===== src/gcdb_pkg.sv =====
// Shared types, constants and the arctangent table for the great-circle block.
// Depends on nothing; the cell files and the top level refer to it by scoped names.
package gcdb_pkg;

  localparam int unsigned CORDIC_STEPS_DEF = 24;

  // datapath widths: rotation cells, vectoring cells, vectoring angle accumulators
  localparam int unsigned RW = 34;
  localparam int unsigned VW = 36;
  localparam int unsigned ZW = 34;

  localparam logic [31:0] INV_GAIN    = 32'd652032874;
  localparam logic [31:0] PI_Q30      = 32'd3373259426;
  localparam logic [31:0] DEG_TO_TURN = 32'd1527099483;
  localparam logic [31:0] RAD_TO_TURN = 32'd1367130551;
  localparam logic [31:0] HALF_TURN   = 32'h8000_0000;
  localparam logic [31:0] QUARTER     = 32'h4000_0000;
  localparam logic [31:0] RADIUS_RST  = 32'd417529856;

  typedef struct packed {
    logic                 valid;
    logic signed [RW-1:0] x;
    logic signed [RW-1:0] y;
    logic signed [RW-1:0] z;
  } rot_t;

  typedef struct packed {
    logic                 valid;
    logic signed [VW-1:0] x;
    logic signed [VW-1:0] y;
    logic signed [ZW-1:0] z;
  } vec_t;

  // atan(2^-i) in binary angle units, 2^32 per turn, rounded to nearest
  function automatic logic [31:0] atan_turn(input int unsigned i);
    logic [31:0] a;
    case (i)
      0:  a = 32'd536870912;
      1:  a = 32'd316933406;
      2:  a = 32'd167458907;
      3:  a = 32'd85004756;
      4:  a = 32'd42667331;
      5:  a = 32'd21354465;
      6:  a = 32'd10679838;
      7:  a = 32'd5340245;
      8:  a = 32'd2670163;
      9:  a = 32'd1335087;
      10: a = 32'd667544;
      11: a = 32'd333772;
      12: a = 32'd166886;
      13: a = 32'd83443;
      14: a = 32'd41722;
      15: a = 32'd20861;
      16: a = 32'd10430;
      17: a = 32'd5215;
      18: a = 32'd2608;
      19: a = 32'd1304;
      20: a = 32'd652;
      21: a = 32'd326;
      22: a = 32'd163;
      23: a = 32'd81;
      24: a = 32'd41;
      25: a = 32'd20;
      26: a = 32'd10;
      27: a = 32'd5;
      28: a = 32'd3;
      29: a = 32'd1;
      30: a = 32'd1;
      default: a = 32'd0;
    endcase
    return a;
  endfunction

endpackage


===== src/gcdb_rot_cell.sv =====
// One rotation-mode CORDIC step with its output register.
// Depends on gcdb_pkg.
module gcdb_rot_cell #(
  parameter int unsigned STEP = 0
) (
  input  logic           clk,
  input  logic           rst_n,
  input  logic           en,
  input  gcdb_pkg::rot_t d_i,
  output gcdb_pkg::rot_t d_o
);

  localparam logic [31:0] ATAN32 = gcdb_pkg::atan_turn(STEP);
  localparam logic signed [gcdb_pkg::RW-1:0] ATAN =
    $signed({{(gcdb_pkg::RW-32){1'b0}}, ATAN32});

  logic signed [gcdb_pkg::RW-1:0] dx, dy, x_nxt, y_nxt, z_nxt;
  logic signed [gcdb_pkg::RW-1:0] x_r, y_r, z_r;
  logic                           valid_r;

  always_comb begin
    dx = d_i.y >>> STEP;
    dy = d_i.x >>> STEP;
    if (!d_i.z[gcdb_pkg::RW-1]) begin
      x_nxt = d_i.x - dx;
      y_nxt = d_i.y + dy;
      z_nxt = d_i.z - ATAN;
    end else begin
      x_nxt = d_i.x + dx;
      y_nxt = d_i.y - dy;
      z_nxt = d_i.z + ATAN;
    end
  end

  always_ff @(posedge clk) begin
    if (!rst_n) begin
      valid_r <= 1'b0;
    end else if (en) begin
      valid_r <= d_i.valid;
    end
  end

  always_ff @(posedge clk) begin
    if (en) begin
      x_r <= x_nxt;
      y_r <= y_nxt;
      z_r <= z_nxt;
    end
  end

  assign d_o = '{valid: valid_r, x: x_r, y: y_r, z: z_r};

endmodule


===== config.mk =====
export PLATFORM = sky130hd
export DESIGN_NAME = gcdb_rot_cell
export DESIGN_NICKNAME = d
export VERILOG_FILES = /design/src/gcdb_pkg.sv /design/src/gcdb_rot_cell.sv
export SDC_FILE = /design/constraint.sdc
export NUM_CORES = 1
export LEC_CHECK = 0
export BUFFER_PORTS_ARGS = -buffer_cell sky130_fd_sc_hd__buf_4
export CAP_MARGIN = 20
export CORE_UTILIZATION = 40
export DETAILED_ROUTE_END_ITERATION = 8
export GPL_ROUTABILITY_DRIVEN = 0
export PLACE_DENSITY_LB_ADDON = 0.08
export SYNTH_ARGS = -nofsm -noshare
export SYNTH_HDL_FRONTEND = slang
export SYNTH_SLANG_ARGS = --single-unit

===== constraint.sdc =====
create_clock -name clk -period 2.55 [get_ports clk]
set_clock_uncertainty 0.2 [all_clocks]
set_input_delay 0.1275 -clock clk [delete_from_list [all_inputs] [get_ports clk]]
set_output_delay 0.1275 -clock clk [all_outputs]
set_load 0.005 [all_outputs]

Word level (Yosys, flattened, before mapping). Index checks and enable logic that the tools add are counted.

$add $sub $neg: 5. Multiplexer cells: 3.

Operator list (count): 34-bit 2-to-1 mux (3); 34-bit subtractor (2); 34-bit by 31-bit adder with 34-bit output (second input constant) (1); 34-bit adder (1); 34-bit by 31-bit subtractor with 34-bit output (second input constant) (1).

Flip-flop bits (word level): 103. Input bits: 106. Output and inout bits: 103. Word-level logic and storage cells: 12.

Logic depth before layout (Yosys ltp). Gate-level depths: netlist (run 1).

Depth in word-level cells: 2. Mapped depth: 12. Gate-level depth less buffers: 12.

Worst setup path after synthesis (run 1). Ideal clock, no wire load.

Path kind: input -> register. Start: in d_i[34] (netlist bit). End: reg y_r[30] (netlist bit), data pin. Library setup time: 0.267 ns. Data arrival time: 2.344 ns. Data required time: 2.083 ns. Path slack: -0.261 ns. Cell stages on the path: 11. Path buffers: 0. Cells stage by stage: ha_1 > fa_1 > nor3b_2 > o311ai_2 > a21oi_2 > o41ai_2 > o211ai_2 > a211oi_2 > o41a_1 > o22ai_1 > xnor2_1.

Longest elaborated chain between the ends: 2. Elaborated cells on any way between the ends: 3. Those cells by class: 2 x add/sub; 1 x mux.

Ends and longest elaborated chain: from (decl) (line gcdb_rot_cell.sv:9) `input gcdb_pkg::rot_t d_i,`; 34-bit adder or 34-bit subtractor (tied branches) (line gcdb_rot_cell.sv:26, gcdb_rot_cell.sv:30); 34-bit 2-to-1 mux * (line gcdb_rot_cell.sv:24) `if (!d_i.z[gcdb_pkg::RW-1]) begin`; via y_nxt, one bit (line gcdb_rot_cell.sv:17) `logic signed [gcdb_pkg::RW-1:0] dx, dy, x_nxt, y_nxt, z_nxt;`; to (signal assigned) (line gcdb_rot_cell.sv:46) `y_r <= y_nxt;`; to (decl) (line gcdb_rot_cell.sv:18) `logic signed [gcdb_pkg::RW-1:0] x_r, y_r, z_r;`.

The timed path passes the listed nets; every way through them passes the cells marked *. A chain may end at the register's enable or synchronous reset.

Worst setup path after layout (run 1).
Start: in d_i[68] (netlist bit). End: reg x_r[30] (netlist bit), data pin.

Longest elaborated chain between the ends: 2. Elaborated cells on any way between the ends: 3. Those cells by class: 2 x add/sub; 1 x mux.

Ends and longest elaborated chain: 34-bit subtractor or 34-bit adder (tied branches) (line gcdb_rot_cell.sv:25, gcdb_rot_cell.sv:29); 34-bit 2-to-1 mux * (line gcdb_rot_cell.sv:24); via x_nxt, one bit (line gcdb_rot_cell.sv:17); to (signal assigned) (line gcdb_rot_cell.sv:45) `x_r <= x_nxt;`; to (decl) (line gcdb_rot_cell.sv:18).

Marked as above.

==> results of run 1 <==
==> cell usage after synthesis (4+ instances only) <==
cell      instances  area [sq um]
a21oi_1         118           591
ha_1            103          1290
inv_1           102           383
edfxtp_1        101          3030
nor2_1           83           312
xnor2_1          58           508
nand2_1          57           214
o21ai_0          52           260
a21o_1           31           233
nor2b_1          20           125
o21ai_1          19          95.1
clkbuf_1         18          67.6
mux2i_1          16           160
nand3_1          15          75.1
buf_2            14          70.1
nor3_1           14          70.1
o21bai_1         14           105
nand2b_1         13          81.3
nand4_1          13          81.3
xor2_1           11          96.3
a211oi_1          9          67.6
o211ai_1          9          67.6
o21a_1            8          60.1
a21oi_2           6          52.6
a31oi_1           6          37.5
buf_1             6          22.5
buf_4             6          45.0
or3_1             5          31.3
buf_6             4          45.0
fa_1              4          80.1
nand3b_1          4          30.0
nor3b_1           4          30.0
nor4_1            4          25.0
o22ai_1           4          25.0
o311a_1           4          40.0
o31ai_1           4          30.0
o31ai_2           4          50.1
or4_1             4          30.0
==> worst max-delay path, delay by kind of cell <==
family	cells	cell delay (ns)
compound gates	7	1.36
fa+ha+maj	2	0.50
buf+inv	3	0.47
simple gates	1	0.17
xor+xnor	1	0.15
==> kinds of logic (layout without fill, tap and decap cells) <==
logic type | count (synthesis) | count (layout)
compound gates | 328 | 328
simple gates | 257 | 257
buf+inv | 154 | 679
fa+ha+maj | 107 | 107
flops | 102 | 102
xor+xnor | 69 | 69
mux | 16 | 16
==> cells in the final DEF (no fill, tap or decap), types with 5 or more instances in the layout <==
cell type | Yosys | final
buf_4 | 6 | 496
edfxtp_1 | 101 | 101
inv_1 | 102 | 93
a21oi_1 | 118 | 89
ha_1 | 103 | 82
nor2_1 | 83 | 77
nand2_1 | 57 | 55
xnor2_1 | 58 | 54
o21ai_0 | 52 | 44
dlygate4sd3_1 | 0 | 39
a21o_1 | 31 | 31
a21oi_2 | 6 | 31
ha_4 | 0 | 17
nor2b_1 | 20 | 16
o21ai_1 | 19 | 15
nand3_1 | 15 | 15
mux2i_1 | 16 | 15
buf_6 | 4 | 15
o21bai_1 | 14 | 14
nand4_1 | 13 | 13
nand2b_1 | 13 | 12
nor3_1 | 14 | 11
inv_2 | 3 | 10
xor2_1 | 11 | 10
o211ai_1 | 9 | 9
o21ai_2 | 1 | 9
clkbuf_16 | 0 | 9
o21a_1 | 8 | 7
nor2_2 | 0 | 6
a211oi_1 | 9 | 6
or3_1 | 5 | 5
buf_8 | 0 | 5
==> final timing paths <==
| kind | startpoint | endpoint | cells past startpoint |
|---|---|---|---|
| worst max-delay path | d_i[68] | x_r[30]$_DFFE_PP_ | 14 |
| worst min-delay path | d_i[31] | z_r[31]$_DFFE_PP_ | 3 |
| worst max register to register | valid_r$_SDFFE_PN0P_ | valid_r$_SDFFE_PN0P_ | 3 |
| worst min register to register | valid_r$_SDFFE_PN0P_ | valid_r$_SDFFE_PN0P_ | 3 |
==> power by group <==
part,total (mW),switching (mW),internal (mW)
Sequential,2.25,0.0871,2.16
Clock,1.46,0.754,0.708
Combinational,3.14,1.53,1.61
Total,6.84,2.37,4.47
==> layer usage <==
| layer | up-vias | global-route usage (%) |
|---|---|---|
| met5 | - | 0 |
| met4 | 0 | 7.73 |
| met3 | 56 | 3.39 |
| met2 | 398 | 46.3 |
| met1 | 4642 | 37.9 |
| li1 | 4715 | - |
==> area by class of cell <==
cell class | count | area [sq um]
Inverter | 106 | 403
Clock inverter | 7 | 83.8
Clock buffer | 9 | 225
Timing Repair Buffer | 557 | 4400
Multi-Input combinational cell | 777 | 6360
Sequential cell | 102 | 3050
Tap cell | 285 | 357
Fill cell | 1917 | 7830
==> registers in the layout, indices dropped and copies added, names as in the netlist <==
register and cells:
valid_r 1, x_r 34, y_r 33, z_r 34
==> repair_timing <==
item                       in CTS  in global routing
setup endpoints to repair      34                 34
buffers inserted               12                 14
hold endpoints to repair       48                  0
pin swaps                      31                 49
hold buffers                   39                  0
gates resized for setup        69                102
==> per-stage QoR <==
stage	cell area [sq um]	power, mW	setup TNS [ns]	instances	utilization [%]
2_1_floorplan	9390	3.56	-0.800	1033	-
3_3_place_gp	13200	5.01	-21.37	1765	58.3
3_5_place_dp	13200	5.03	-21.57	1765	58.3
4_1_cts	14300	6.68	-2.08	1831	63.2
5_1_grt	14900	7.18	-3.72	1843	65.5
6_report	14900	6.84	-2.61	1843	65.5
==> summary.md, run 1 <==
| Metric | Value |
|---|---|
| Synth Area in Compound Gates | 23.2% |
| Final Max Slew Viols | 0 |
| Hold_ws | 0.0804 ns |
| CP max stage delay | 0.36 ns |
| Initial drt markers | 669 |
| Failing checks | negative setup slack |
| Layout Nets | 1766 |
| Sequential area share after synthesis | 32.9% |
| Status | finished with violations |
| Post-DRT Antenna Nets | 0 |
| RSZ-0062 raised after global routing | yes |
| Total Wirelength | 33400 um |
| Setup slack, reg-to-reg | 1.21 ns |
| Period utilisation layout | 113% |
| GRT Total Usage | 27.8% |
| Starting Density | 40.9% |
| Initial antenna violation count | 0 |
| Met2 wire length | 15600 um |
| Vias | 9811 |
| Simple-gate share of the synthesized area | 14.0% |
| Slew @ Worst Pin | 0.620 ns |
| Largest family of logic cells by synthesized area | compound AO/OA/AOI/OAI gates |
| Slew headroom | 58.6% |
| Post-synth EDFFs | 101 |
| DR vias/cell | 5.32 |
| Top layer in use | met4 |
| Distinct cells, synth | 84 |
| Netlist Area Pre-Place | 9280 sq um |
| CP cell instances | buf_8, ha_4, fa_2, nor3b_4, o311ai_2, buf_4, a21oi_4, o41ai_2, buf_4, o211ai_4, a211oi_4, o41a_1, o22ai_2, xnor2_1 |
| DIE HEIGHT | 154 um |
| Post-Synth XOR/XNOR Area | 6.51% |
| Clock-pin slew on the worst setup and hold paths | 0.09 ns |
| Met3 wire len | 2030 um |
| PortBufs | 208 |
| # IOs | 209 |
| Leak | 6.81 nW |
| Hold WC Path Type | in -> reg |
| Slowest library cell on the worst path | o41ai_2 |
| Die Wd | 154 um |
| Max FO, Critical Path | 3 |
| CTS max path bufs | 2 |
| # clock sinks | 102 |
| CTS HTree Levels | 3 |
| Synth Register Bits | 102 |
| Ratio of cells with drive above 1 in the final layout | 44.2% |
| Synthesized Nets | 1246 |
| Grt total ovfl | 0 |
| Setup violators final | 14 |
| Critical path launch point type | input port |
| CP required | 2.48 ns |
| Die area | 23800 sq um |
| Synth Flop Type | edfxtp_1 |
| Asr flop ratio synth | 0% |
| Number of diodes | 0 |
| Post-DP HPWL | 26100 um |
| WL met1 | 15100 um |
| Largest net degree at the start of global routing | 51 |
| Mapped Cells | 1033 |
| CTS tree | yes |
| Dpl ws | -0.743 ns |
| Row count | 55 |
| Num CTS Buffers | 9 |
| Worst EP arrival | 2.80 ns |
| Core region area | 22700 sq um |
| Area growth from synthesis to layout | 60.2% |
| First drt pass iteration count | 5 |
| Vias in the first global route | 9525 |
| First-pass GRT wire length | 51500 um |
| CP dominant cell by count | buf_4 |
| Peak Freq | 348 MHz |
| Final min period | 2.87 ns |
| DRC | 0 |
| Final hold vios | 0 |
| Adder-Cell Fraction of Synth Area | 14.7% |
| Final worst setup slack | -0.322 ns |
| Clock root cell | clkbuf_16 |
| Yosys Warn Count | 0 |
| Syn Area/Cell | 8.99 sq um |
| Max IR drop VDD | 0.305 mV |
| P per Cell Area | 460 nW/um^2 |
| Setup CP Type | in -> reg |
| Multiplexer area fraction after synthesis | 1.73% |
| Routed length per placed instance | 18.1 um |
| Clk_lat worst skew | 0.36 ns |
| Endpoint class of the critical path | flop |
| Max-Cap Viols | 0 |
Power figures use the tool's default switching activity.
==> inputs of run 2 (changes only) <==
==> constraint.sdc (replaced) <==
create_clock -name clk -period 3.4 [get_ports clk]
set_clock_uncertainty 0.2 [all_clocks]
set_input_delay 0.17 -clock clk [delete_from_list [all_inputs] [get_ports clk]]
set_output_delay 0.17 -clock clk [all_outputs]
set_load 0.005 [all_outputs]
==> run 2 against run 1 <==
Effect of this change:
- the flow now finishes without violations
- sequential cell count unchanged
- global-route usage down 2.6 points
- die area unchanged
- cell count down 14%
- wire length down 9.7%
- register-to-register slack better by 0.84 ns
- clock power down 24%
- worst hold slack worse by 0.055 ns
- count of clock-buffer cells in the layout unchanged
- total power down 33%
- first-iteration DRC count down 14%
- combinational power down 43%
- largest cell class unchanged
==> summary.md, run 2 (synthesized netlist as in run 1, its figures left out) <==
| Metric | Value |
|---|---|
| Number of diodes | 0 |
| Hold WC Path Type | in -> reg |
| Status | finished, final reports clean |
| Setup violators final | 0 |
| Post-DP HPWL | 23900 um |
| Final min period | 3.15 ns |
| Num CTS Buffers | 9 |
| Postcts setup bufs | 0 |
| # IOs | 209 |
| Vias | 8648 |
| Row count | 55 |
| Peak Freq | 317 MHz |
| Total Wirelength | 30200 um |
| Grt total ovfl | 0 |
| Post-route setup TNS | 0 ns |
| Max-Cap Viols | 0 |
| Final Max Slew Viols | 0 |
| Filler cells | 2167 |
| First drt pass iteration count | 5 |
| Cell internal pwr | 2.99 mW |
| Initial antenna violation count | 0 |
| Commonest non-fill, non-tap cells in the layout | buf_4, a21oi_1, ha_1 |
| CTS tree | yes |
| Clock-pin slew on the worst setup and hold paths | 0.08 ns |
| Post-DRT Antenna Nets | 0 |
| First-pass GRT wire length | 46200 um |
| DR vias/cell | 5.45 |
| Most common cell after layout, fill and taps aside | buf_4 |
| Setup CP Type | in -> reg |
| Period utilisation layout | 92.7% |
| DIE HEIGHT | 154 um |
| Psw | 1.60 mW |
| Clock root cell | clkbuf_16 |
| CTS HTree Levels | 3 |
| Switching share of total power | 34.9% |
| Hold_ws | 0.0258 ns |
| Worst EP arrival | 3.06 ns |
| Leak | 5.45 nW |
| Routed length per placed instance | 19.0 um |
| Post-CTS sizing | 0 |
| DRC | 0 |
| Critical path launch point type | input port |
| Clock network fraction of total power | 24.1% |
| Area growth from synthesis to layout | 29.8% |
| Setup slack, reg-to-reg | 2.05 ns |
| Endpoint class of the critical path | flop |
| Ratio of cells with drive above 1 in the final layout | 24.8% |
| Die Wd | 154 um |
| Largest net degree at the start of global routing | 62 |
| Core region area | 22700 sq um |
| Die area | 23800 sq um |
| CP required | 3.31 ns |
| Starting Density | 40.9% |
| Clk_lat worst skew | 0.35 ns |
| CTS max path bufs | 2 |
| # clock sinks | 102 |
| Max FO, Critical Path | 4 |
| Placed cell areas | 11400 sq um |
| PortBufs | 208 |
| Vias in the first global route | 8333 |
| Max IR drop VDD | 0.219 mV |
| Slew @ Worst Pin | 0.718 ns |
| P per Cell Area | 381 nW/um^2 |
| Post-route cell area | 12000 sq um |
| Final hold vios | 0 |
| Initial drt markers | 577 |
| Layout Nets | 1511 |
| Gate power share | 39.2% |
| GRT Total Usage | 25.2% |
| Largest regs | x_r: 34 flops, z_r: 34 flops, y_r: 33 flops |
| RSZ-0062 raised after global routing | no |
| Hold Buf Count CTS | 33 |
| Slew headroom | 52.2% |
| Part of the power in registers | 36.7% |
[run 2: cell count changes in the layout (fill, tap and decap cells not counted), sizes merged]
| cell | before | now |
|---|---|---|
| buf | 518 | 269 |
| clkinv | 4 | 2 |
| inv | 109 | 111 |
| dlygate4sd3 | 39 | 33 |
[run 2: metal layers]
layer / up-vias / routed length (um) / global-route usage [%]
li1: 4199 / - / -
met1: 4033 / 13600 / 34.6
met2: 386 / 13600 / 41.3
met3: 30 / 2460 / 4.03
met4: 0 / 463 / 5.85
met5: - / 0 / 0
[run 2: final cells by class]
| type | instances | area [sq um] | area share (%) |
|---|---|---|---|
| Tap cell | 285 | 357 | 2.96 |
| Timing Repair Buffer | 302 | 2350 | 19.5 |
| Clock inverter | 7 | 81.3 | 0.675 |
| Multi-Input combinational cell | 777 | 5580 | 46.3 |
| Clock buffer | 9 | 225 | 1.87 |
| Sequential cell | 102 | 3050 | 25.3 |
| Inverter | 106 | 398 | 3.30 |
[run 2: path summary, 6_finish.rpt]
check,from,endpoint,cells past startpoint
worst max-delay path,d_i[34],x_r[28]$_DFFE_PP_,12
worst max register to register,valid_r$_SDFFE_PN0P_,valid_r$_SDFFE_PN0P_,3
worst min register to register,valid_r$_SDFFE_PN0P_,valid_r$_SDFFE_PN0P_,3
worst min-delay path,d_i[32],z_r[33]$_DFFE_PP_,3
[run 2: power by group through the flow]
stage | combinational, mW | clock, mW | sequential [mW]
after detailed placement | 1.75 | 0 | 1.72
after global routing | 1.96 | 1.18 | 1.70
final | 1.80 | 1.11 | 1.69
after CTS | 1.79 | 1.14 | 1.69
after global placement | 1.74 | 0 | 1.72
after floorplan | 0.935 | 0 | 1.72
[run 2: worst max-delay path: stages]
cell and delay, ns:
buf_4 0.12, ha_1 0.23, fa_1 0.41, nor3b_2 0.19, o311ai_2 0.49, nand2_1 0.13, o21ai_1 0.24, a21oi_1 0.22
a211o_1 0.34, a41o_1 0.26, a21oi_1 0.17, xor2_1 0.10
[run 2: stage by stage]
| step | std cells | power (mW) | utilization, % | setup WS [ns] |
|---|---|---|---|---|
| finish | 1588 | 4.59 | 53.0 | 0.247 |
| global route | 1588 | 4.84 | 53.0 | 0.155 |
| CTS | 1588 | 4.61 | 53.0 | 0.306 |
| detailed placement | 1539 | 3.46 | 50.2 | -0.0615 |
| global placement | 1539 | 3.46 | 50.2 | -0.0529 |
| floorplan | 1033 | 2.65 | - | 0.546 |
