File: src/gcdb_pkg.sv
// Shared types, constants and the arctangent table for the great-circle block.
// Depends on nothing; the cell files and the top level refer to it by scoped names.
package gcdb_pkg;

  localparam int unsigned CORDIC_STEPS_DEF = 24;

  // datapath widths: rotation cells, vectoring cells, vectoring angle accumulators
  localparam int unsigned RW = 34;
  localparam int unsigned VW = 36;
  localparam int unsigned ZW = 34;

  localparam logic [31:0] INV_GAIN    = 32'd652032874;
  localparam logic [31:0] PI_Q30      = 32'd3373259426;
  localparam logic [31:0] DEG_TO_TURN = 32'd1527099483;
  localparam logic [31:0] RAD_TO_TURN = 32'd1367130551;
  localparam logic [31:0] HALF_TURN   = 32'h8000_0000;
  localparam logic [31:0] QUARTER     = 32'h4000_0000;
  localparam logic [31:0] RADIUS_RST  = 32'd417529856;

  typedef struct packed {
    logic                 valid;
    logic signed [RW-1:0] x;
    logic signed [RW-1:0] y;
    logic signed [RW-1:0] z;
  } rot_t;

  typedef struct packed {
    logic                 valid;
    logic signed [VW-1:0] x;
    logic signed [VW-1:0] y;
    logic signed [ZW-1:0] z;
  } vec_t;

  // atan(2^-i) in binary angle units, 2^32 per turn, rounded to nearest
  function automatic logic [31:0] atan_turn(input int unsigned i);
    logic [31:0] a;
    case (i)
      0:  a = 32'd536870912;
      1:  a = 32'd316933406;
      2:  a = 32'd167458907;
      3:  a = 32'd85004756;
      4:  a = 32'd42667331;
      5:  a = 32'd21354465;
      6:  a = 32'd10679838;
      7:  a = 32'd5340245;
      8:  a = 32'd2670163;
      9:  a = 32'd1335087;
      10: a = 32'd667544;
      11: a = 32'd333772;
      12: a = 32'd166886;
      13: a = 32'd83443;
      14: a = 32'd41722;
      15: a = 32'd20861;
      16: a = 32'd10430;
      17: a = 32'd5215;
      18: a = 32'd2608;
      19: a = 32'd1304;
      20: a = 32'd652;
      21: a = 32'd326;
      22: a = 32'd163;
      23: a = 32'd81;
      24: a = 32'd41;
      25: a = 32'd20;
      26: a = 32'd10;
      27: a = 32'd5;
      28: a = 32'd3;
      29: a = 32'd1;
      30: a = 32'd1;
      default: a = 32'd0;
    endcase
    return a;
  endfunction

endpackage

File: src/gcdb_vec_cell.sv
// One vectoring-mode CORDIC step with its output register.
// Depends on gcdb_pkg.
module gcdb_vec_cell #(
  parameter int unsigned STEP = 0
) (
  input  logic           clk,
  input  logic           rst_n,
  input  logic           en,
  input  gcdb_pkg::vec_t d_i,
  output gcdb_pkg::vec_t d_o
);

  localparam logic [31:0] ATAN32 = gcdb_pkg::atan_turn(STEP);
  localparam logic signed [gcdb_pkg::ZW-1:0] ATAN =
    $signed({{(gcdb_pkg::ZW-32){1'b0}}, ATAN32});

  logic signed [gcdb_pkg::VW-1:0] dx, dy, x_nxt, y_nxt, x_r, y_r;
  logic signed [gcdb_pkg::ZW-1:0] z_nxt, z_r;
  logic                           valid_r;

  always_comb begin
    dx = d_i.y >>> STEP;
    dy = d_i.x >>> STEP;
    if (d_i.y[gcdb_pkg::VW-1]) begin
      x_nxt = d_i.x - dx;
      y_nxt = d_i.y + dy;
      z_nxt = d_i.z - ATAN;
    end else begin
      x_nxt = d_i.x + dx;
      y_nxt = d_i.y - dy;
      z_nxt = d_i.z + ATAN;
    end
  end

  always_ff @(posedge clk) begin
    if (!rst_n) begin
      valid_r <= 1'b0;
    end else if (en) begin
      valid_r <= d_i.valid;
    end
  end

  always_ff @(posedge clk) begin
    if (en) begin
      x_r <= x_nxt;
      y_r <= y_nxt;
      z_r <= z_nxt;
    end
  end

  assign d_o = '{valid: valid_r, x: x_r, y: y_r, z: z_r};

endmodule

File: config.mk
export PLATFORM = sky130hd
export DESIGN_NAME = gcdb_vec_cell
export DESIGN_NICKNAME = d
export VERILOG_FILES = /design/src/gcdb_pkg.sv /design/src/gcdb_vec_cell.sv
export SDC_FILE = /design/constraint.sdc
export NUM_CORES = 1
export LEC_CHECK = 0
export BUFFER_PORTS_ARGS = -buffer_cell sky130_fd_sc_hd__clkbuf_2
export CORE_ASPECT_RATIO = 1.5
export CORE_MARGIN = 2
export CORE_UTILIZATION = 50
export DETAILED_ROUTE_END_ITERATION = 8
export PLACE_DENSITY = 0.8
export RECOVER_POWER = 50
export SYNTH_ARGS = -nofsm -noshare
export SYNTH_HDL_FRONTEND = slang
export SYNTH_SLANG_ARGS = --single-unit
File: constraint.sdc
create_clock -name clk -period 6.6 [get_ports clk]
set_input_delay 1.32 -clock clk [delete_from_list [all_inputs] [get_ports clk]]
set_output_delay 1.32 -clock clk [all_outputs]
set_load 0.01 [all_outputs]
=== Word-level counts from Yosys, hierarchy flattened ===
Cells that the tools add are included.

* Flip-flop bits (word level): 107
* Bits of input ports: 110
* Output and inout port bits: 107

* $add $sub $neg: 5
* Multiplexer cells: 3

{| class="wikitable"
|+ Operator list
! cell !! count
|-
| 36-bit two-way mux || 2
|-
| 36-bit subtractor || 2
|-
| 36-bit adder || 1
|-
| 34-bit by 31-bit adder with 34-bit output, second input constant || 1
|-
| 34-bit two-way mux || 1
|-
| 34-bit by 31-bit subtractor with 34-bit output, second input constant || 1
|}

=== Longest topological paths before layout ===
Gate-level depths: netlist of the first run.

* Word-level depth: 2
* Gate-level depth with buffers: 13
* Depth with buffers taken out: 12

=== Worst setup path before layout of the first run ===
No wires, ideal clock.

* Path type: input -> register
* Start point: input d_i[70] in the netlist's numbering
* End point: register x_r[28] in the netlist's numbering (data pin)
* Library setup time: 0.259 ns
* Data arrival time: 3.372 ns
* Path slack: 2.969 ns
* Stages: 12
* Cells stage by stage: inv_1 -> ha_1 -> fa_1 -> nor2b_1 -> o21ai_0 -> a21oi_1 -> nor3b_1 -> o21ai_2 -> nor4_1 -> or4_1 -> a21bo_1 -> xnor2_1

* Cells in the longest elaborated chain, start to end: 2
* Elaborated cells between the ends (all ways): 3
* Those cells by class: 2 x add/sub; 1 x mux

{| class="wikitable"
|+ RTL lines
! element !! line !! text
|-
| start: declaration || gcdb_vec_cell.sv:9 || <nowiki>input gcdb_pkg::vec_t d_i,</nowiki>
|-
| 36-bit adder or 36-bit subtractor (tied branches) || gcdb_vec_cell.sv:29, gcdb_vec_cell.sv:25 ||
|-
| 36-bit two-way mux * || gcdb_vec_cell.sv:24 || <nowiki>if (d_i.y[gcdb_pkg::VW-1]) begin</nowiki>
|-
| net x_nxt (one bit) || gcdb_vec_cell.sv:17 || <nowiki>logic signed [gcdb_pkg::VW-1:0] dx, dy, x_nxt, y_nxt, x_r, y_r;</nowiki>
|-
| end signal: assignment || gcdb_vec_cell.sv:45 || <nowiki>x_r <= x_nxt;</nowiki>
|-
| end: declaration || gcdb_vec_cell.sv:17 ||
|}

Mark *: on every way through the listed nets, which the timed path passes. The rest lies on a longest branch.
A chain may end at the register's enable or synchronous reset.

=== Worst setup path after layout of the first run ===
* Start point: input d_i[38] in the netlist's numbering
* End point: register y_r[32] in the netlist's numbering (data pin)

* Cells in the longest elaborated chain, start to end: 2
* Elaborated cells between the ends (all ways): 3
* Those cells by class: 2 x add/sub; 1 x mux

{| class="wikitable"
|+ RTL lines
! element !! line !! text
|-
| 36-bit subtractor or 36-bit adder (tied branches) || gcdb_vec_cell.sv:30, gcdb_vec_cell.sv:26 ||
|-
| 36-bit two-way mux * || gcdb_vec_cell.sv:24 ||
|-
| net y_nxt (one bit) || gcdb_vec_cell.sv:17 ||
|-
| end signal: assignment || gcdb_vec_cell.sv:46 || <nowiki>y_r <= y_nxt;</nowiki>
|-
| end: declaration || gcdb_vec_cell.sv:17 ||
|}

Marked as above.

==> results of run 1 <==
==> sequential cells by signal, indices dropped and copies added (netlist names) <==
| name | count |
|---|---|
| x_r | 36 |
| y_r | 35 |
| z_r | 34 |
| valid_r | 1 |
==> critical path: cells and delay by family <==
| kind | cells | cell delay (ns) |
|---|---|---|
| AOI/OAI and AO/OA | 7 | 2.10 |
| xor gates and xnor gates | 1 | 0.18 |
| adders and majority gates | 1 | 0.45 |
| buffers and inverters | 2 | 0.15 |
| and+or+nand+nor | 1 | 0.29 |
==> routing by layer <==
layer | vias up | GRT usage | routed length (um)
li1 | 4289 | - | -
met1 | 4264 | 0.304 | 10500
met2 | 423 | 0.548 | 16300
met3 | 128 | 0.0329 | 1530
met4 | 0 | 0.201 | 2230
met5 | - | 0 | 0
==> kinds of logic after synthesis <==
logic type	share of synthesized area
compound gates	0.253
simple gates	0.119
mux	0.0125
buf+inv	0.0702
flops	0.331
xor+xnor	0.0657
fa+ha+maj	0.149
==> Yosys cell counts (18+ instances only) <==
cell	instances
o21ai_0	73
clkbuf_1	27
edfxtp_1	105
nor2_1	92
nor3_1	19
a21oi_1	144
nand3_1	18
xnor2_1	66
a21o_1	26
ha_1	108
nand2_1	54
o21bai_1	26
inv_1	106
==> cells in the final DEF, fill, tap and decap left out, types with 11 or more instances in the layout <==
cell | Yosys | layout
a211oi_1 | 11 | 11
o21bai_1 | 26 | 26
clkbuf_1 | 27 | 88
o31ai_1 | 15 | 15
clkbuf_2 | 1 | 128
a21o_1 | 26 | 26
nor2b_1 | 11 | 11
nand4_1 | 12 | 12
mux2i_1 | 12 | 12
o21ai_0 | 73 | 73
edfxtp_1 | 105 | 105
ha_1 | 108 | 108
xnor2_1 | 66 | 66
inv_1 | 106 | 106
nand2_1 | 54 | 54
a21oi_1 | 144 | 144
nor2_1 | 92 | 92
nor3_1 | 19 | 19
nand3_1 | 18 | 18
==> area by class of cell <==
class / instances / area share
Multi-Input combinational cell: 826 / 0.524
Sequential cell: 106 / 0.289
Timing Repair Buffer: 219 / 0.0906
Inverter: 114 / 0.0402
Tap cell: 256 / 0.0292
Clock buffer: 9 / 0.0205
Clock inverter: 7 / 0.00639
==> worst paths after layout <==
path	startpoint	to	slack [ns]	cells after the start
worst max-delay path	d_i[38]	y_r[32]$_DFFE_PP_	2.20	12
worst min-delay path	valid_r$_SDFFE_PN0P_	valid_r$_SDFFE_PN0P_	0.54	2
worst min register to register	valid_r$_SDFFE_PN0P_	valid_r$_SDFFE_PN0P_	0.54	2
worst max register to register	valid_r$_SDFFE_PN0P_	valid_r$_SDFFE_PN0P_	5.95	2
==> report_power, final <==
group          internal, mW  leakage, nW  switching, mW
combinational         0.301         3.54          0.546
clock                 0.268        0.147          0.287
sequential            0.869         1.04         0.0283
total                  1.44         4.72          0.862
==> flow_summary.html, run 1 <==
<table>
<tr><th>Metric</th><th>Value</th></tr>
<tr><th colspan="2">Outcome</th></tr>
<tr><td>Outcome</td><td>finished with violations</td></tr>
<tr><td>Violated checks</td><td>capacitance limit, slew limit</td></tr>
<tr><th colspan="2">Final layout</th></tr>
<tr><td>Sequential cell area</td><td>3170 um^2</td></tr>
<tr><td>Number of nets in the final layout</td><td>~1.5k</td></tr>
<tr><td>Fill count</td><td>1801</td></tr>
<tr><td>Synth-to-Final Area Change</td><td>14.3%</td></tr>
<tr><td>Final Instance Count excl. Fillers</td><td>between 1.5k and 2k</td></tr>
<tr><td>Summed area of non-filler cells in the final layout</td><td>11000 um^2</td></tr>
<tr><td>Fraction of final layout cells sized beyond drive strength 1</td><td>0.134</td></tr>
<tr><td>Utilization after layout</td><td>0.577</td></tr>
<tr><td>Inserted Diodes</td><td>0</td></tr>
<tr><td>Multi-input combinational cell area</td><td>between 5000 and 6000 um^2</td></tr>
<tr><th colspan="2">Worst setup path</th></tr>
<tr><td>Crit path cell chain</td><td>clkbuf_2, inv_1, ha_1, nor2_1, o21ai_1, a211oi_2, o211ai_1, a2bb2oi_2, a221oi_2, o311ai_1, a21oi_1, xnor2_1</td></tr>
<tr><td>Critical path's slowest cell</td><td>o311ai_1</td></tr>
<tr><td>Delay of the slowest critical-path stage</td><td>between 0.6 and 0.7 ns</td></tr>
<tr><td>Critical Path Source Type</td><td>input pin</td></tr>
<tr><td>Crit path capture type</td><td>flop</td></tr>
<tr><td>WP data required</td><td>6.70 ns</td></tr>
<tr><td>CP Data Arrival Time</td><td>4.50 ns</td></tr>
<tr><td>Largest fanout on the critical path</td><td>11</td></tr>
<tr><td>CP Class</td><td>in2reg</td></tr>
<tr><th colspan="2">STA</th></tr>
<tr><td>Unrepaired setup endpoints after global routing</td><td>false</td></tr>
<tr><td>Final hold violation count</td><td>0</td></tr>
<tr><td>Slew at the pin with the worst max-slew slack</td><td>2.61 ns</td></tr>
<tr><td>Setup-violating endpoint count in the final report</td><td>0</td></tr>
<tr><td>Max-slew headroom at the worst pin</td><td>-0.737</td></tr>
<tr><td>Period minus WS final</td><td>roughly 4.4 ns</td></tr>
<tr><td>Highest clock rate</td><td>between 200 and 250 MHz</td></tr>
<tr><td>Setup ws final</td><td>between 2 and 2.5 ns</td></tr>
<tr><td>Post-route clock period utilization</td><td>0.667</td></tr>
<tr><td>Fin Hold WS</td><td>roughly 0.54 ns</td></tr>
<tr><td>Final Max Tran Viols</td><td>45</td></tr>
<tr><td>Final setup skew</td><td>0 ns</td></tr>
<tr><td>Sum Neg Setup Slack</td><td>0 ns</td></tr>
<tr><th colspan="2">Synthesis</th></tr>
<tr><td>Syn Inst Count</td><td>between 1k and 1.5k</td></tr>
<tr><td>Most instantiated flip-flop cell in the synthesis netlist</td><td>edfxtp_1</td></tr>
<tr><td>Number of flops mapped to enable cells by yosys</td><td>~110</td></tr>
<tr><td>Warnings, synthesis</td><td>0</td></tr>
<tr><td>Largest area contributor in the synthesized netlist</td><td>edfxtp_1</td></tr>
<tr><td>Post-synthesis instance area</td><td>between 9000 and 10000 um^2</td></tr>
<tr><td>Sequential-to-total area share from yosys stat</td><td>0.331</td></tr>
<tr><td>Average size of a mapped cell</td><td>between 8 and 9 um^2</td></tr>
<tr><td>Top area cells in the synthesized netlist</td><td>edfxtp_1 (33%), ha_1 (14%), a21oi_1 (7.5%)</td></tr>
<tr><td>Synthesized flop and latch total</td><td>106</td></tr>
<tr><td>Proportion of synthesized flip-flops having asynchronous set or reset</td><td>0</td></tr>
<tr><td>Syn Nets</td><td>around 1.3k</td></tr>
<tr><td>Count of different cell masters after synthesis</td><td>76</td></tr>
<tr><td>Proportion of netlist area held by the largest area contributor</td><td>0.329</td></tr>
<tr><th colspan="2">Power</th></tr>
<tr><td>Final total power</td><td>~2.3 mW</td></tr>
<tr><td>PwrDens</td><td>about 210 nW/um^2</td></tr>
<tr><td>Static leakage power</td><td>between 4 and 5 nW</td></tr>
<tr><td>VDD IR max</td><td>between 0.1 and 0.15 mV</td></tr>
<tr><th colspan="2">Detailed routing</th></tr>
<tr><td>Antenna viol nets, final</td><td>0</td></tr>
<tr><td>DR iter-0 viols</td><td>798</td></tr>
<tr><td>Routed len/inst</td><td>roughly 20 um</td></tr>
<tr><td>Total via count in the routed design</td><td>approximately 9k</td></tr>
<tr><td>Pre-Repair DR Iteration Count</td><td>9</td></tr>
<tr><td>DR DRC count</td><td>0</td></tr>
<tr><td>Via density per instance</td><td>between 5 and 6</td></tr>
<tr><td>Total wire length after detailed routing</td><td>around 30000 um</td></tr>
<tr><th colspan="2">CTS</th></tr>
<tr><td>Clock transition time at the flip-flop clock pins of the worst setup and hold paths</td><td>0.07 ns</td></tr>
<tr><td>Clock H-tree levels</td><td>3</td></tr>
<tr><td>Number of gates resized after cts</td><td>0</td></tr>
<tr><td>TritonCTS clock tree</td><td>done</td></tr>
<tr><td>Worst-Skew Late Latency</td><td>between 0.3 and 0.4 ns</td></tr>
<tr><td>Clock buffer depth</td><td>2</td></tr>
<tr><td>Total CTS buffers</td><td>9</td></tr>
<tr><td>Hold Buf Count CTS</td><td>0</td></tr>
<tr><td>Num Clock Sinks</td><td>106</td></tr>
<tr><td>Clk root buf</td><td>clkbuf_16</td></tr>
<tr><td>Count of buffers added by post-CTS timing repair for setup</td><td>0</td></tr>
<tr><th colspan="2">Job</th></tr>
<tr><td>MaxCap Viol Count</td><td>1</td></tr>
<tr><th colspan="2">Global route</th></tr>
<tr><td>Maximum number of pins on one net before global-route repair</td><td>between 90 and 100</td></tr>
<tr><td>First-pass GRT wire length</td><td>around 46000 um</td></tr>
<tr><td>Via count of the first global-routing pass</td><td>~9.1k</td></tr>
<tr><td>Overall routing resource usage</td><td>0.298</td></tr>
<tr><td>Antenna violations before repair</td><td>0</td></tr>
<tr><td>Total grt overflow</td><td>0</td></tr>
<tr><th colspan="2">Die</th></tr>
<tr><td>Floorplan row count</td><td>62</td></tr>
<tr><td>Die width</td><td>117 um</td></tr>
<tr><td>Core region area</td><td>19000 um^2</td></tr>
<tr><td>Starting utilization of the core area</td><td>0.505</td></tr>
<tr><td>Overall die area</td><td>20300 um^2</td></tr>
<tr><td>Chip Height</td><td>approximately 170 um</td></tr>
<tr><td>IO Count</td><td>217</td></tr>
<tr><th colspan="2">Place</th></tr>
<tr><td>Minimum setup slack after placement</td><td>around 1.9 ns</td></tr>
<tr><td>Number of buffer cells added on primary ports</td><td>between 200 and 250</td></tr>
<tr><td>Placed Cells</td><td>approximately 1.5k</td></tr>
<tr><td>RD Place Congestion</td><td>between 1 and 1.5</td></tr>
<tr><td>HPWL after DPL</td><td>24100 um</td></tr>
<tr><td>Placement Cell Area</td><td>approximately 11000 um^2</td></tr>
<tr><th colspan="2">Hold path</th></tr>
<tr><td>HP Class</td><td>reg2reg</td></tr>
</table>
Note: power is estimated with default switching activity, not from simulation.
==> run 2, diff against run 1 <==
==> constraint.sdc (replaced) <==
create_clock -name clk -period 4.4 [get_ports clk]
set_input_delay 0.88 -clock clk [delete_from_list [all_inputs] [get_ports clk]]
set_output_delay 0.88 -clock clk [all_outputs]
set_load 0.01 [all_outputs]
==> flow_summary.html, run 2 (synthesis results as in run 1) <==
<table>
<tr><th>Metric</th><th>Value</th></tr>
<tr><th colspan="2">Worst setup path</th></tr>
<tr><td>Logic depth of the worst register-to-register path</td><td>2 (unchanged)</td></tr>
<tr><td>Crit path cell chain</td><td>clkbuf_2, inv_1, ha_1, nor2_1, a211oi_1, o21bai_1, or4_4, nand2_2, or4_1, nand2_1, a22oi_1, xnor2_1</td></tr>
<tr><td>Critical Path Source Type</td><td>input pin</td></tr>
<tr><td>Worst path depth</td><td>12 (unchanged)</td></tr>
<tr><td>Endpoint of the lowest-slack register-to-register path</td><td>valid_r$_SDFFE_PN0P_</td></tr>
<tr><td>WP data required</td><td>4.51 ns (-2.19 ns)</td></tr>
<tr><td>Slack of the worst reg-to-reg path</td><td>3.76 ns (-2.19 ns)</td></tr>
<tr><td>Crit. Startpoint</td><td>d_i[45]</td></tr>
<tr><td>Worst reg2reg startpoint</td><td>valid_r$_SDFFE_PN0P_</td></tr>
<tr><td>CP Data Arrival Time</td><td>3.76 ns (-0.74 ns)</td></tr>
<tr><td>Worst setup path endpoint</td><td>y_r[33]$_DFFE_PP_</td></tr>
<tr><td>Delay of the slowest critical-path stage</td><td>0.56 ns (-0.08 ns)</td></tr>
<tr><td>Largest fanout on the critical path</td><td>13 (+2)</td></tr>
<tr><td>CP Class</td><td>in2reg</td></tr>
<tr><td>CP delay by family, top</td><td>simple AND/OR/NAND/NOR gates</td></tr>
<tr><td>Crit path capture type</td><td>flop</td></tr>
<tr><td>Critical path's slowest cell</td><td>or4_4</td></tr>
<tr><td>Number of buffer and inverter instances along the worst setup path</td><td>2 (unchanged)</td></tr>
<tr><th colspan="2">STA</th></tr>
<tr><td>Max-slew headroom at the worst pin</td><td>-0.350 (+0.387)</td></tr>
<tr><td>Unrepaired setup endpoints after global routing</td><td>false</td></tr>
<tr><td>Final hold violation count</td><td>0 (unchanged)</td></tr>
<tr><td>Period minus WS final</td><td>between 3 and 4 ns</td></tr>
<tr><td>Fin Hold WS</td><td>0.540 ns (+0.00141 ns)</td></tr>
<tr><td>Sum Neg Setup Slack</td><td>0 ns (unchanged)</td></tr>
<tr><td>Final Max Tran Viols</td><td>81 (+80%)</td></tr>
<tr><td>Setup-violating endpoint count in the final report</td><td>0 (unchanged)</td></tr>
<tr><td>Setup ws final</td><td>0.749 ns (-1.45 ns)</td></tr>
<tr><td>Highest clock rate</td><td>about 270 MHz</td></tr>
<tr><td>Slew at the pin with the worst max-slew slack</td><td>2.03 ns (-0.580 ns)</td></tr>
<tr><td>Post-route clock period utilization</td><td>0.830</td></tr>
<tr><td>Final setup skew</td><td>0 ns (unchanged)</td></tr>
<tr><th colspan="2">Detailed routing</th></tr>
<tr><td>Total wire length after detailed routing</td><td>30500 um (-0.32%)</td></tr>
<tr><td>DR iter-0 viols</td><td>815 (+2.1%)</td></tr>
<tr><td>Pre-Repair DR Iteration Count</td><td>5 (-4)</td></tr>
<tr><td>DR DRC count</td><td>0 (unchanged)</td></tr>
<tr><td>Total via count in the routed design</td><td>9161 (+0.63%)</td></tr>
<tr><td>Routed len/inst</td><td>19.6 um (-1.4%)</td></tr>
<tr><td>Antenna viol nets, final</td><td>0 (unchanged)</td></tr>
<tr><td>Via density per instance</td><td>5.90 (-0.41%)</td></tr>
<tr><th colspan="2">Final layout</th></tr>
<tr><td>Registers with the highest flip-flop counts</td><td>x_r: 36 flops, y_r: 35 flops, z_r: 34 flops</td></tr>
<tr><td>Inserted Diodes</td><td>0 (unchanged)</td></tr>
<tr><td>Fraction of final layout cells sized beyond drive strength 1</td><td>0.147 (+0.0130)</td></tr>
<tr><td>Sequential cell area</td><td>3170 um^2 (unchanged)</td></tr>
<tr><td>Max reg flops</td><td>36 (unchanged)</td></tr>
<tr><td>Register with the most flip-flops</td><td>x_r</td></tr>
<tr><td>Summed area of non-filler cells in the final layout</td><td>11100 um^2 (+1.2%)</td></tr>
<tr><td>Multi-input combinational cell area</td><td>5750 um^2 (unchanged)</td></tr>
<tr><td>Commonest non-fill, non-tap cell in the layout</td><td>a21oi_1</td></tr>
<tr><td>Fill count</td><td>1791 (-0.56%)</td></tr>
<tr><td>Synth-to-Final Area Change</td><td>15.8%</td></tr>
<tr><td>Number of nets in the final layout</td><td>1515 (+1.1%)</td></tr>
<tr><td>Commonest cells after routing, fill and taps aside</td><td>a21oi_1 (144), clkbuf_2 (132), ha_1 (108)</td></tr>
<tr><th colspan="2">Die</th></tr>
<tr><td>Overall die area</td><td>20300 um^2 (unchanged)</td></tr>
<tr><td>Core region area</td><td>19000 um^2 (unchanged)</td></tr>
<tr><td>Chip Height</td><td>174 um (unchanged)</td></tr>
<tr><td>Die width</td><td>117 um (unchanged)</td></tr>
<tr><td>Starting utilization of the core area</td><td>0.505 (unchanged)</td></tr>
<tr><td>Floorplan row count</td><td>62 (unchanged)</td></tr>
<tr><td>IO Count</td><td>217 (unchanged)</td></tr>
<tr><th colspan="2">CTS</th></tr>
<tr><td>Clock transition time at the flip-flop clock pins of the worst setup and hold paths</td><td>0.08 ns (about the same)</td></tr>
<tr><td>Worst-Skew Late Latency</td><td>0.37 ns (+0.02 ns)</td></tr>
<tr><td>Hold Buf Count CTS</td><td>0 (unchanged)</td></tr>
<tr><td>Number of gates resized after cts</td><td>0 (unchanged)</td></tr>
<tr><td>Total CTS buffers</td><td>9 (unchanged)</td></tr>
<tr><td>Count of buffers added by post-CTS timing repair for setup</td><td>0 (unchanged)</td></tr>
<tr><td>TritonCTS clock tree</td><td>done</td></tr>
<tr><td>Clock H-tree levels</td><td>3 (unchanged)</td></tr>
<tr><td>Clk root buf</td><td>clkbuf_16</td></tr>
<tr><td>Num Clock Sinks</td><td>106 (unchanged)</td></tr>
<tr><td>Clock buffer depth</td><td>2 (unchanged)</td></tr>
<tr><th colspan="2">Global route</th></tr>
<tr><td>Most crowded layer after global routing</td><td>met2</td></tr>
<tr><td>Overall routing resource usage</td><td>0.298 (+0.000703)</td></tr>
<tr><td>Antenna violations before repair</td><td>0 (unchanged)</td></tr>
<tr><td>Via count of the first global-routing pass</td><td>9082 (+0.099%)</td></tr>
<tr><td>Maximum number of pins on one net before global-route repair</td><td>98 (-1.0%)</td></tr>
<tr><td>Met2 layer usage reported by global route</td><td>0.537 (-0.0108)</td></tr>
<tr><td>First-pass GRT wire length</td><td>46500 um (+0.13%)</td></tr>
<tr><td>Total grt overflow</td><td>0 (unchanged)</td></tr>
<tr><td>Grt met3 use</td><td>0.0402 (+0.00734)</td></tr>
<tr><td>Met1 layer usage reported by global route</td><td>0.304 (about the same)</td></tr>
<tr><th colspan="2">Job</th></tr>
<tr><td>MaxCap Viol Count</td><td>1 (unchanged)</td></tr>
<tr><th colspan="2">Place</th></tr>
<tr><td>HPWL after DPL</td><td>24300 um (+0.79%)</td></tr>
<tr><td>Minimum setup slack after placement</td><td>0.437 ns (-1.49 ns)</td></tr>
<tr><td>RD Place Congestion</td><td>1.04 (+1.6%)</td></tr>
<tr><td>Placement Cell Area</td><td>10900 um^2 (+1.2%)</td></tr>
<tr><td>Number of buffer cells added on primary ports</td><td>216 (unchanged)</td></tr>
<tr><th colspan="2">Outcome</th></tr>
<tr><td>Outcome</td><td>finished with violations</td></tr>
<tr><td>Violated checks</td><td>capacitance limit, slew limit</td></tr>
<tr><th colspan="2">Hold path</th></tr>
<tr><td>Launch point of the worst hold path</td><td>valid_r$_SDFFE_PN0P_</td></tr>
<tr><td>HP Class</td><td>reg2reg</td></tr>
<tr><th colspan="2">Power</th></tr>
<tr><td>VDD IR max</td><td>0.179 mV (+30%)</td></tr>
<tr><td>PwrDens</td><td>314 nW/um^2 (+50%)</td></tr>
<tr><td>Static leakage power</td><td>4.82 nW (+2.0%)</td></tr>
</table>
-- run 2: cell types whose count changed in the layout (fill, tap and decap cells not counted), sizes merged --
cell and delta:
clkinv -2, bufinv +1, buf +17
-- run 2: worst register-to-register path: stages (launching register included) --
cell     delay [ns]
dfxtp_1        0.33
mux2i_1        0.07
nor2b_1        0.18
-- run 2: per-stage QoR --
stage / cells / power [mW] / utilization
final: 1553 / 3.49 / 0.584
after global routing: 1553 / 3.65 / 0.584
after CTS: 1553 / 3.51 / 0.590
after detailed placement: 1538 / 2.66 / 0.574
after global placement: 1538 / 2.64 / 0.574
after floorplan: 1095 / 2.18 / -
-- run 2: final cells by class --
| type | instances | share of cell area |
|---|---|---|
| Inverter | 114 | 0.0397 |
| Clock inverter | 6 | 0.00665 |
| Sequential cell | 106 | 0.286 |
| Multi-Input combinational cell | 826 | 0.517 |
| Timing Repair Buffer | 236 | 0.101 |
| Tap cell | 256 | 0.0288 |
| Clock buffer | 9 | 0.0203 |
-- run 2: layer usage --
metal | up-vias | share of wire | wire length, um
met5 | - | 0 | 0
met4 | 0 | 0.079 | 2420
met3 | 141 | 0.058 | 1780
met2 | 463 | 0.52 | 16000
met1 | 4233 | 0.34 | 10300
li1 | 4324 | - | -
-- run 2: worst min-delay path by stage --
stage	to	slack, ns	depth (start not counted)
floorplan	valid_r$_SDFFE_PN0P_	0.48	2
global placement	valid_r$_SDFFE_PN0P_	0.50	2
finish	valid_r$_SDFFE_PN0P_	0.54	2
CTS	valid_r$_SDFFE_PN0P_	0.54	2
global route	valid_r$_SDFFE_PN0P_	0.57	2
detailed placement	valid_r$_SDFFE_PN0P_	0.53	2
-- run 2: report_power, final --
group | internal [mW] | leakage [nW] | switching (mW)
sequential | 1.30 | 1.04 | 0.0397
clock | 0.448 | 0.147 | 0.407
combinational | 0.470 | 3.64 | 0.824
==> run 3, diff against run 2 <==
==> constraint.sdc (replaced) <==
create_clock -name clk -period 3.6 [get_ports clk]
set_input_delay 0.72 -clock clk [delete_from_list [all_inputs] [get_ports clk]]
set_output_delay 0.72 -clock clk [all_outputs]
set_load 0.01 [all_outputs]
==> flow_summary.html, run 3 (synthesis results as in run 1) <==
<table>
<tr><th>Metric</th><th>Value</th></tr>
<tr><th colspan="2">Worst setup path</th></tr>
<tr><td>Crit. Startpoint</td><td>d_i[34]</td></tr>
<tr><td>Slack of the worst reg-to-reg path</td><td>2.96 ns (-0.80 ns)</td></tr>
<tr><td>Crit path cell chain</td><td>clkbuf_1, inv_1, ha_1, fa_1, nor2b_1, o21ai_1, a21oi_1, o21ai_0, a31oi_1, o21ai_0, buf_4, nor2_1, o22ai_1, xnor2_1</td></tr>
<tr><td>WP data required</td><td>3.71 ns (-0.80 ns)</td></tr>
<tr><td>Endpoint of the lowest-slack register-to-register path</td><td>valid_r$_SDFFE_PN0P_</td></tr>
<tr><td>Largest fanout on the critical path</td><td>3 (-10)</td></tr>
<tr><td>CP Data Arrival Time</td><td>3.39 ns (-0.37 ns)</td></tr>
<tr><td>Cell mode on critical path</td><td>o21ai_0</td></tr>
<tr><td>Crit path capture type</td><td>flop</td></tr>
<tr><td>Delay of the slowest critical-path stage</td><td>0.39 ns (-0.17 ns)</td></tr>
<tr><td>CP Class</td><td>in2reg</td></tr>
<tr><td>Critical path's slowest cell</td><td>fa_1</td></tr>
<tr><td>Worst reg2reg startpoint</td><td>valid_r$_SDFFE_PN0P_</td></tr>
<tr><td>Critical Path Source Type</td><td>input pin</td></tr>
<tr><td>Logic depth of the worst register-to-register path</td><td>2 (unchanged)</td></tr>
<tr><th colspan="2">Die</th></tr>
<tr><td>Die width</td><td>117 um (unchanged)</td></tr>
<tr><td>Floorplan row count</td><td>62 (unchanged)</td></tr>
<tr><td>IO Count</td><td>217 (unchanged)</td></tr>
<tr><td>Overall die area</td><td>20300 um^2 (unchanged)</td></tr>
<tr><td>Chip Height</td><td>174 um (unchanged)</td></tr>
<tr><td>Core region area</td><td>19000 um^2 (unchanged)</td></tr>
<tr><td>Starting utilization of the core area</td><td>0.505 (unchanged)</td></tr>
<tr><th colspan="2">Final layout</th></tr>
<tr><td>Summed area of non-filler cells in the final layout</td><td>11600 um^2 (+4.2%)</td></tr>
<tr><td>Max reg flops</td><td>36 (unchanged)</td></tr>
<tr><td>Multi-input combinational cell area</td><td>5750 um^2 (unchanged)</td></tr>
<tr><td>Register with the most flip-flops</td><td>x_r</td></tr>
<tr><td>Synth-to-Final Area Change</td><td>20.7%</td></tr>
<tr><td>Sequential cell area</td><td>3170 um^2 (unchanged)</td></tr>
<tr><td>Inserted Diodes</td><td>0 (unchanged)</td></tr>
<tr><td>Fill count</td><td>1729 (-3.5%)</td></tr>
<tr><td>Registers with the highest flip-flop counts</td><td>x_r: 36 flops, y_r: 35 flops, z_r: 34 flops</td></tr>
<tr><td>Commonest non-fill, non-tap cell in the layout</td><td>clkbuf_2</td></tr>
<tr><td>Fraction of final layout cells sized beyond drive strength 1</td><td>0.210 (+0.0628)</td></tr>
<tr><td>Number of nets in the final layout</td><td>1570 (+3.6%)</td></tr>
<tr><td>Commonest cells after routing, fill and taps aside</td><td>clkbuf_2 (169), a21oi_1 (144), ha_1 (108)</td></tr>
<tr><th colspan="2">Detailed routing</th></tr>
<tr><td>Pre-Repair DR Iteration Count</td><td>6 (+1)</td></tr>
<tr><td>DR DRC count</td><td>0 (unchanged)</td></tr>
<tr><td>Antenna viol nets, final</td><td>0 (unchanged)</td></tr>
<tr><td>DR iter-0 viols</td><td>947 (+16%)</td></tr>
<tr><td>Max layer used</td><td>met4</td></tr>
<tr><td>Met2 wirelength from detailed routing</td><td>16600 um (+3.9%)</td></tr>
<tr><td>Total wire length after detailed routing</td><td>31400 um (+2.9%)</td></tr>
<tr><td>Total via count in the routed design</td><td>9429 (+2.9%)</td></tr>
<tr><td>Via density per instance</td><td>5.86 (-0.60%)</td></tr>
<tr><td>Routed length on met1</td><td>10300 um (+0.36%)</td></tr>
<tr><td>Routed met3 length</td><td>1850 um (+3.8%)</td></tr>
<tr><td>Routed len/inst</td><td>19.5 um (-0.63%)</td></tr>
<tr><th colspan="2">Outcome</th></tr>
<tr><td>Outcome</td><td>finished with violations</td></tr>
<tr><td>Violated checks</td><td>capacitance limit, slew limit</td></tr>
<tr><th colspan="2">CTS</th></tr>
<tr><td>Clock H-tree levels</td><td>3 (unchanged)</td></tr>
<tr><td>Number of gates resized after cts</td><td>0 (unchanged)</td></tr>
<tr><td>Num Clock Sinks</td><td>106 (unchanged)</td></tr>
<tr><td>Clk root buf</td><td>clkbuf_16</td></tr>
<tr><td>Count of buffers added by post-CTS timing repair for setup</td><td>0 (unchanged)</td></tr>
<tr><td>Worst-Skew Late Latency</td><td>0.37 ns (about the same)</td></tr>
<tr><td>TritonCTS clock tree</td><td>done</td></tr>
<tr><td>Hold Buf Count CTS</td><td>0 (unchanged)</td></tr>
<tr><td>Total CTS buffers</td><td>9 (unchanged)</td></tr>
<tr><td>Clock transition time at the flip-flop clock pins of the worst setup and hold paths</td><td>0.08 ns (about the same)</td></tr>
<tr><td>Clock buffer depth</td><td>2 (unchanged)</td></tr>
<tr><th colspan="2">Global route</th></tr>
<tr><td>Total grt overflow</td><td>0 (unchanged)</td></tr>
<tr><td>First-pass GRT wire length</td><td>47500 um (+2.3%)</td></tr>
<tr><td>Antenna violations before repair</td><td>0 (unchanged)</td></tr>
<tr><td>Overall routing resource usage</td><td>0.306 (+0.00749)</td></tr>
<tr><td>Via count of the first global-routing pass</td><td>9445 (+4.0%)</td></tr>
<tr><td>Maximum number of pins on one net before global-route repair</td><td>49 (-50%)</td></tr>
<tr><th colspan="2">STA</th></tr>
<tr><td>Final Max Tran Viols</td><td>47 (-42%)</td></tr>
<tr><td>Unrepaired setup endpoints after global routing</td><td>false</td></tr>
<tr><td>Setup-violating endpoint count in the final report</td><td>0 (unchanged)</td></tr>
<tr><td>Final setup skew</td><td>0 ns (unchanged)</td></tr>
<tr><td>Period minus WS final</td><td>between 3 and 4 ns</td></tr>
<tr><td>Slew at the pin with the worst max-slew slack</td><td>2.76 ns (+0.732 ns)</td></tr>
<tr><td>Highest clock rate</td><td>just over 300 MHz</td></tr>
<tr><td>Final hold violation count</td><td>0 (unchanged)</td></tr>
<tr><td>Max-slew headroom at the worst pin</td><td>-0.838 (-0.488)</td></tr>
<tr><td>Setup ws final</td><td>0.318 ns (-0.431 ns)</td></tr>
<tr><td>Post-route clock period utilization</td><td>0.912</td></tr>
<tr><th colspan="2">Hold path</th></tr>
<tr><td>HP Class</td><td>reg2reg</td></tr>
<tr><td>Worst hold path cell count</td><td>2 (unchanged)</td></tr>
<tr><td>Launch point of the worst hold path</td><td>valid_r$_SDFFE_PN0P_</td></tr>
<tr><td>Min-Delay Endpoint</td><td>valid_r$_SDFFE_PN0P_</td></tr>
<tr><th colspan="2">Power</th></tr>
<tr><td>Portion of total power attributed to the clock network</td><td>0.240 (-0.005)</td></tr>
<tr><td>Combinational share of power</td><td>0.384 (+0.014)</td></tr>
<tr><td>Power dissipated by switching net loads</td><td>1.58 mW (+25%)</td></tr>
<tr><td>Pint</td><td>2.79 mW (+26%)</td></tr>
<tr><td>Seq pwr share</td><td>0.376 (-0.009)</td></tr>
<tr><td>PwrDens</td><td>378 nW/um^2 (+20%)</td></tr>
<tr><td>VDD IR max</td><td>0.241 mV (+35%)</td></tr>
<tr><td>Switching share of power</td><td>0.362 (-0.00198)</td></tr>
<tr><td>Static leakage power</td><td>5.20 nW (+7.9%)</td></tr>
<tr><th colspan="2">Place</th></tr>
<tr><td>HPWL after DPL</td><td>25500 um (+5.1%)</td></tr>
<tr><td>Minimum setup slack after placement</td><td>-0.0317 ns (-0.469 ns)</td></tr>
<tr><td>Placement Cell Area</td><td>11300 um^2 (+3.9%)</td></tr>
<tr><td>Number of buffer cells added on primary ports</td><td>216 (unchanged)</td></tr>
<tr><td>RD Place Congestion</td><td>1.02 (-1.7%)</td></tr>
<tr><th colspan="2">Job</th></tr>
<tr><td>MaxCap Viol Count</td><td>1 (unchanged)</td></tr>
</table>
[run 3: cell types whose count changed in the layout (fill, tap and decap cells not counted), sizes merged]
cell	delta
buf	+55
[run 3: area by class of cell]
class                   instances  share of cell area
multi-input cells             826               0.496
flip-flops and latches        106               0.274
repair buffers                291               0.138
inverters                     114              0.0380
well taps                     256              0.0277
clock buffers                   9              0.0195
clock inverters                 6             0.00627
[run 3: power by group through the flow]
stage	logic, mW	registers [mW]	clock network, mW
6_report	1.68	1.65	1.05
3_5_place_dp	1.66	1.67	0
3_3_place_gp	1.64	1.67	0
4_1_cts	1.67	1.65	1.06
2_1_floorplan	0.897	1.76	0
5_1_grt	1.81	1.66	1.09
[run 3: worst max-delay path: cells and delay by family]
family | cells | cell delay, ns
xor+xnor | 1 | 0.13
buf+inv | 3 | 0.38
simple gates | 2 | 0.28
compound gates | 6 | 1.27
fa+ha+maj | 2 | 0.62
[run 3: worst max-delay path by stage]
stage	cells after the start	slack, ns	end
4_1_cts	13	0.35	x_r[35]$_DFFE_PP_
5_1_grt	13	0.04	x_r[35]$_DFFE_PP_
2_1_floorplan	12	0.57	x_r[28]$_DFFE_PP_
6_report	14	0.32	y_r[34]$_DFFE_PP_
3_5_place_dp	13	-0.03	x_r[35]$_DFFE_PP_
3_3_place_gp	14	0.06	x_r[33]$_DFFE_PP_
[run 3: metal layers]
metal / vias up / GRT usage
met3: 150 / 0.0441
met5: - / 0
met2: 481 / 0.562
met4: 0 / 0.222
li1: 4424 / -
met1: 4374 / 0.300
[run 3: per-stage QoR]
stage	power, mW	setup TNS (ns)	hold slack [ns]	util	instances
6_report	4.38	0	0.525	0.609	1608
5_1_grt	4.57	0	0.519	0.609	1608
4_1_cts	4.38	0	0.520	0.612	1608
3_5_place_dp	3.33	-0.0521	0.509	0.597	1593
3_3_place_gp	3.31	0	0.500	0.597	1593
2_1_floorplan	2.66	0	0.484	-	1095
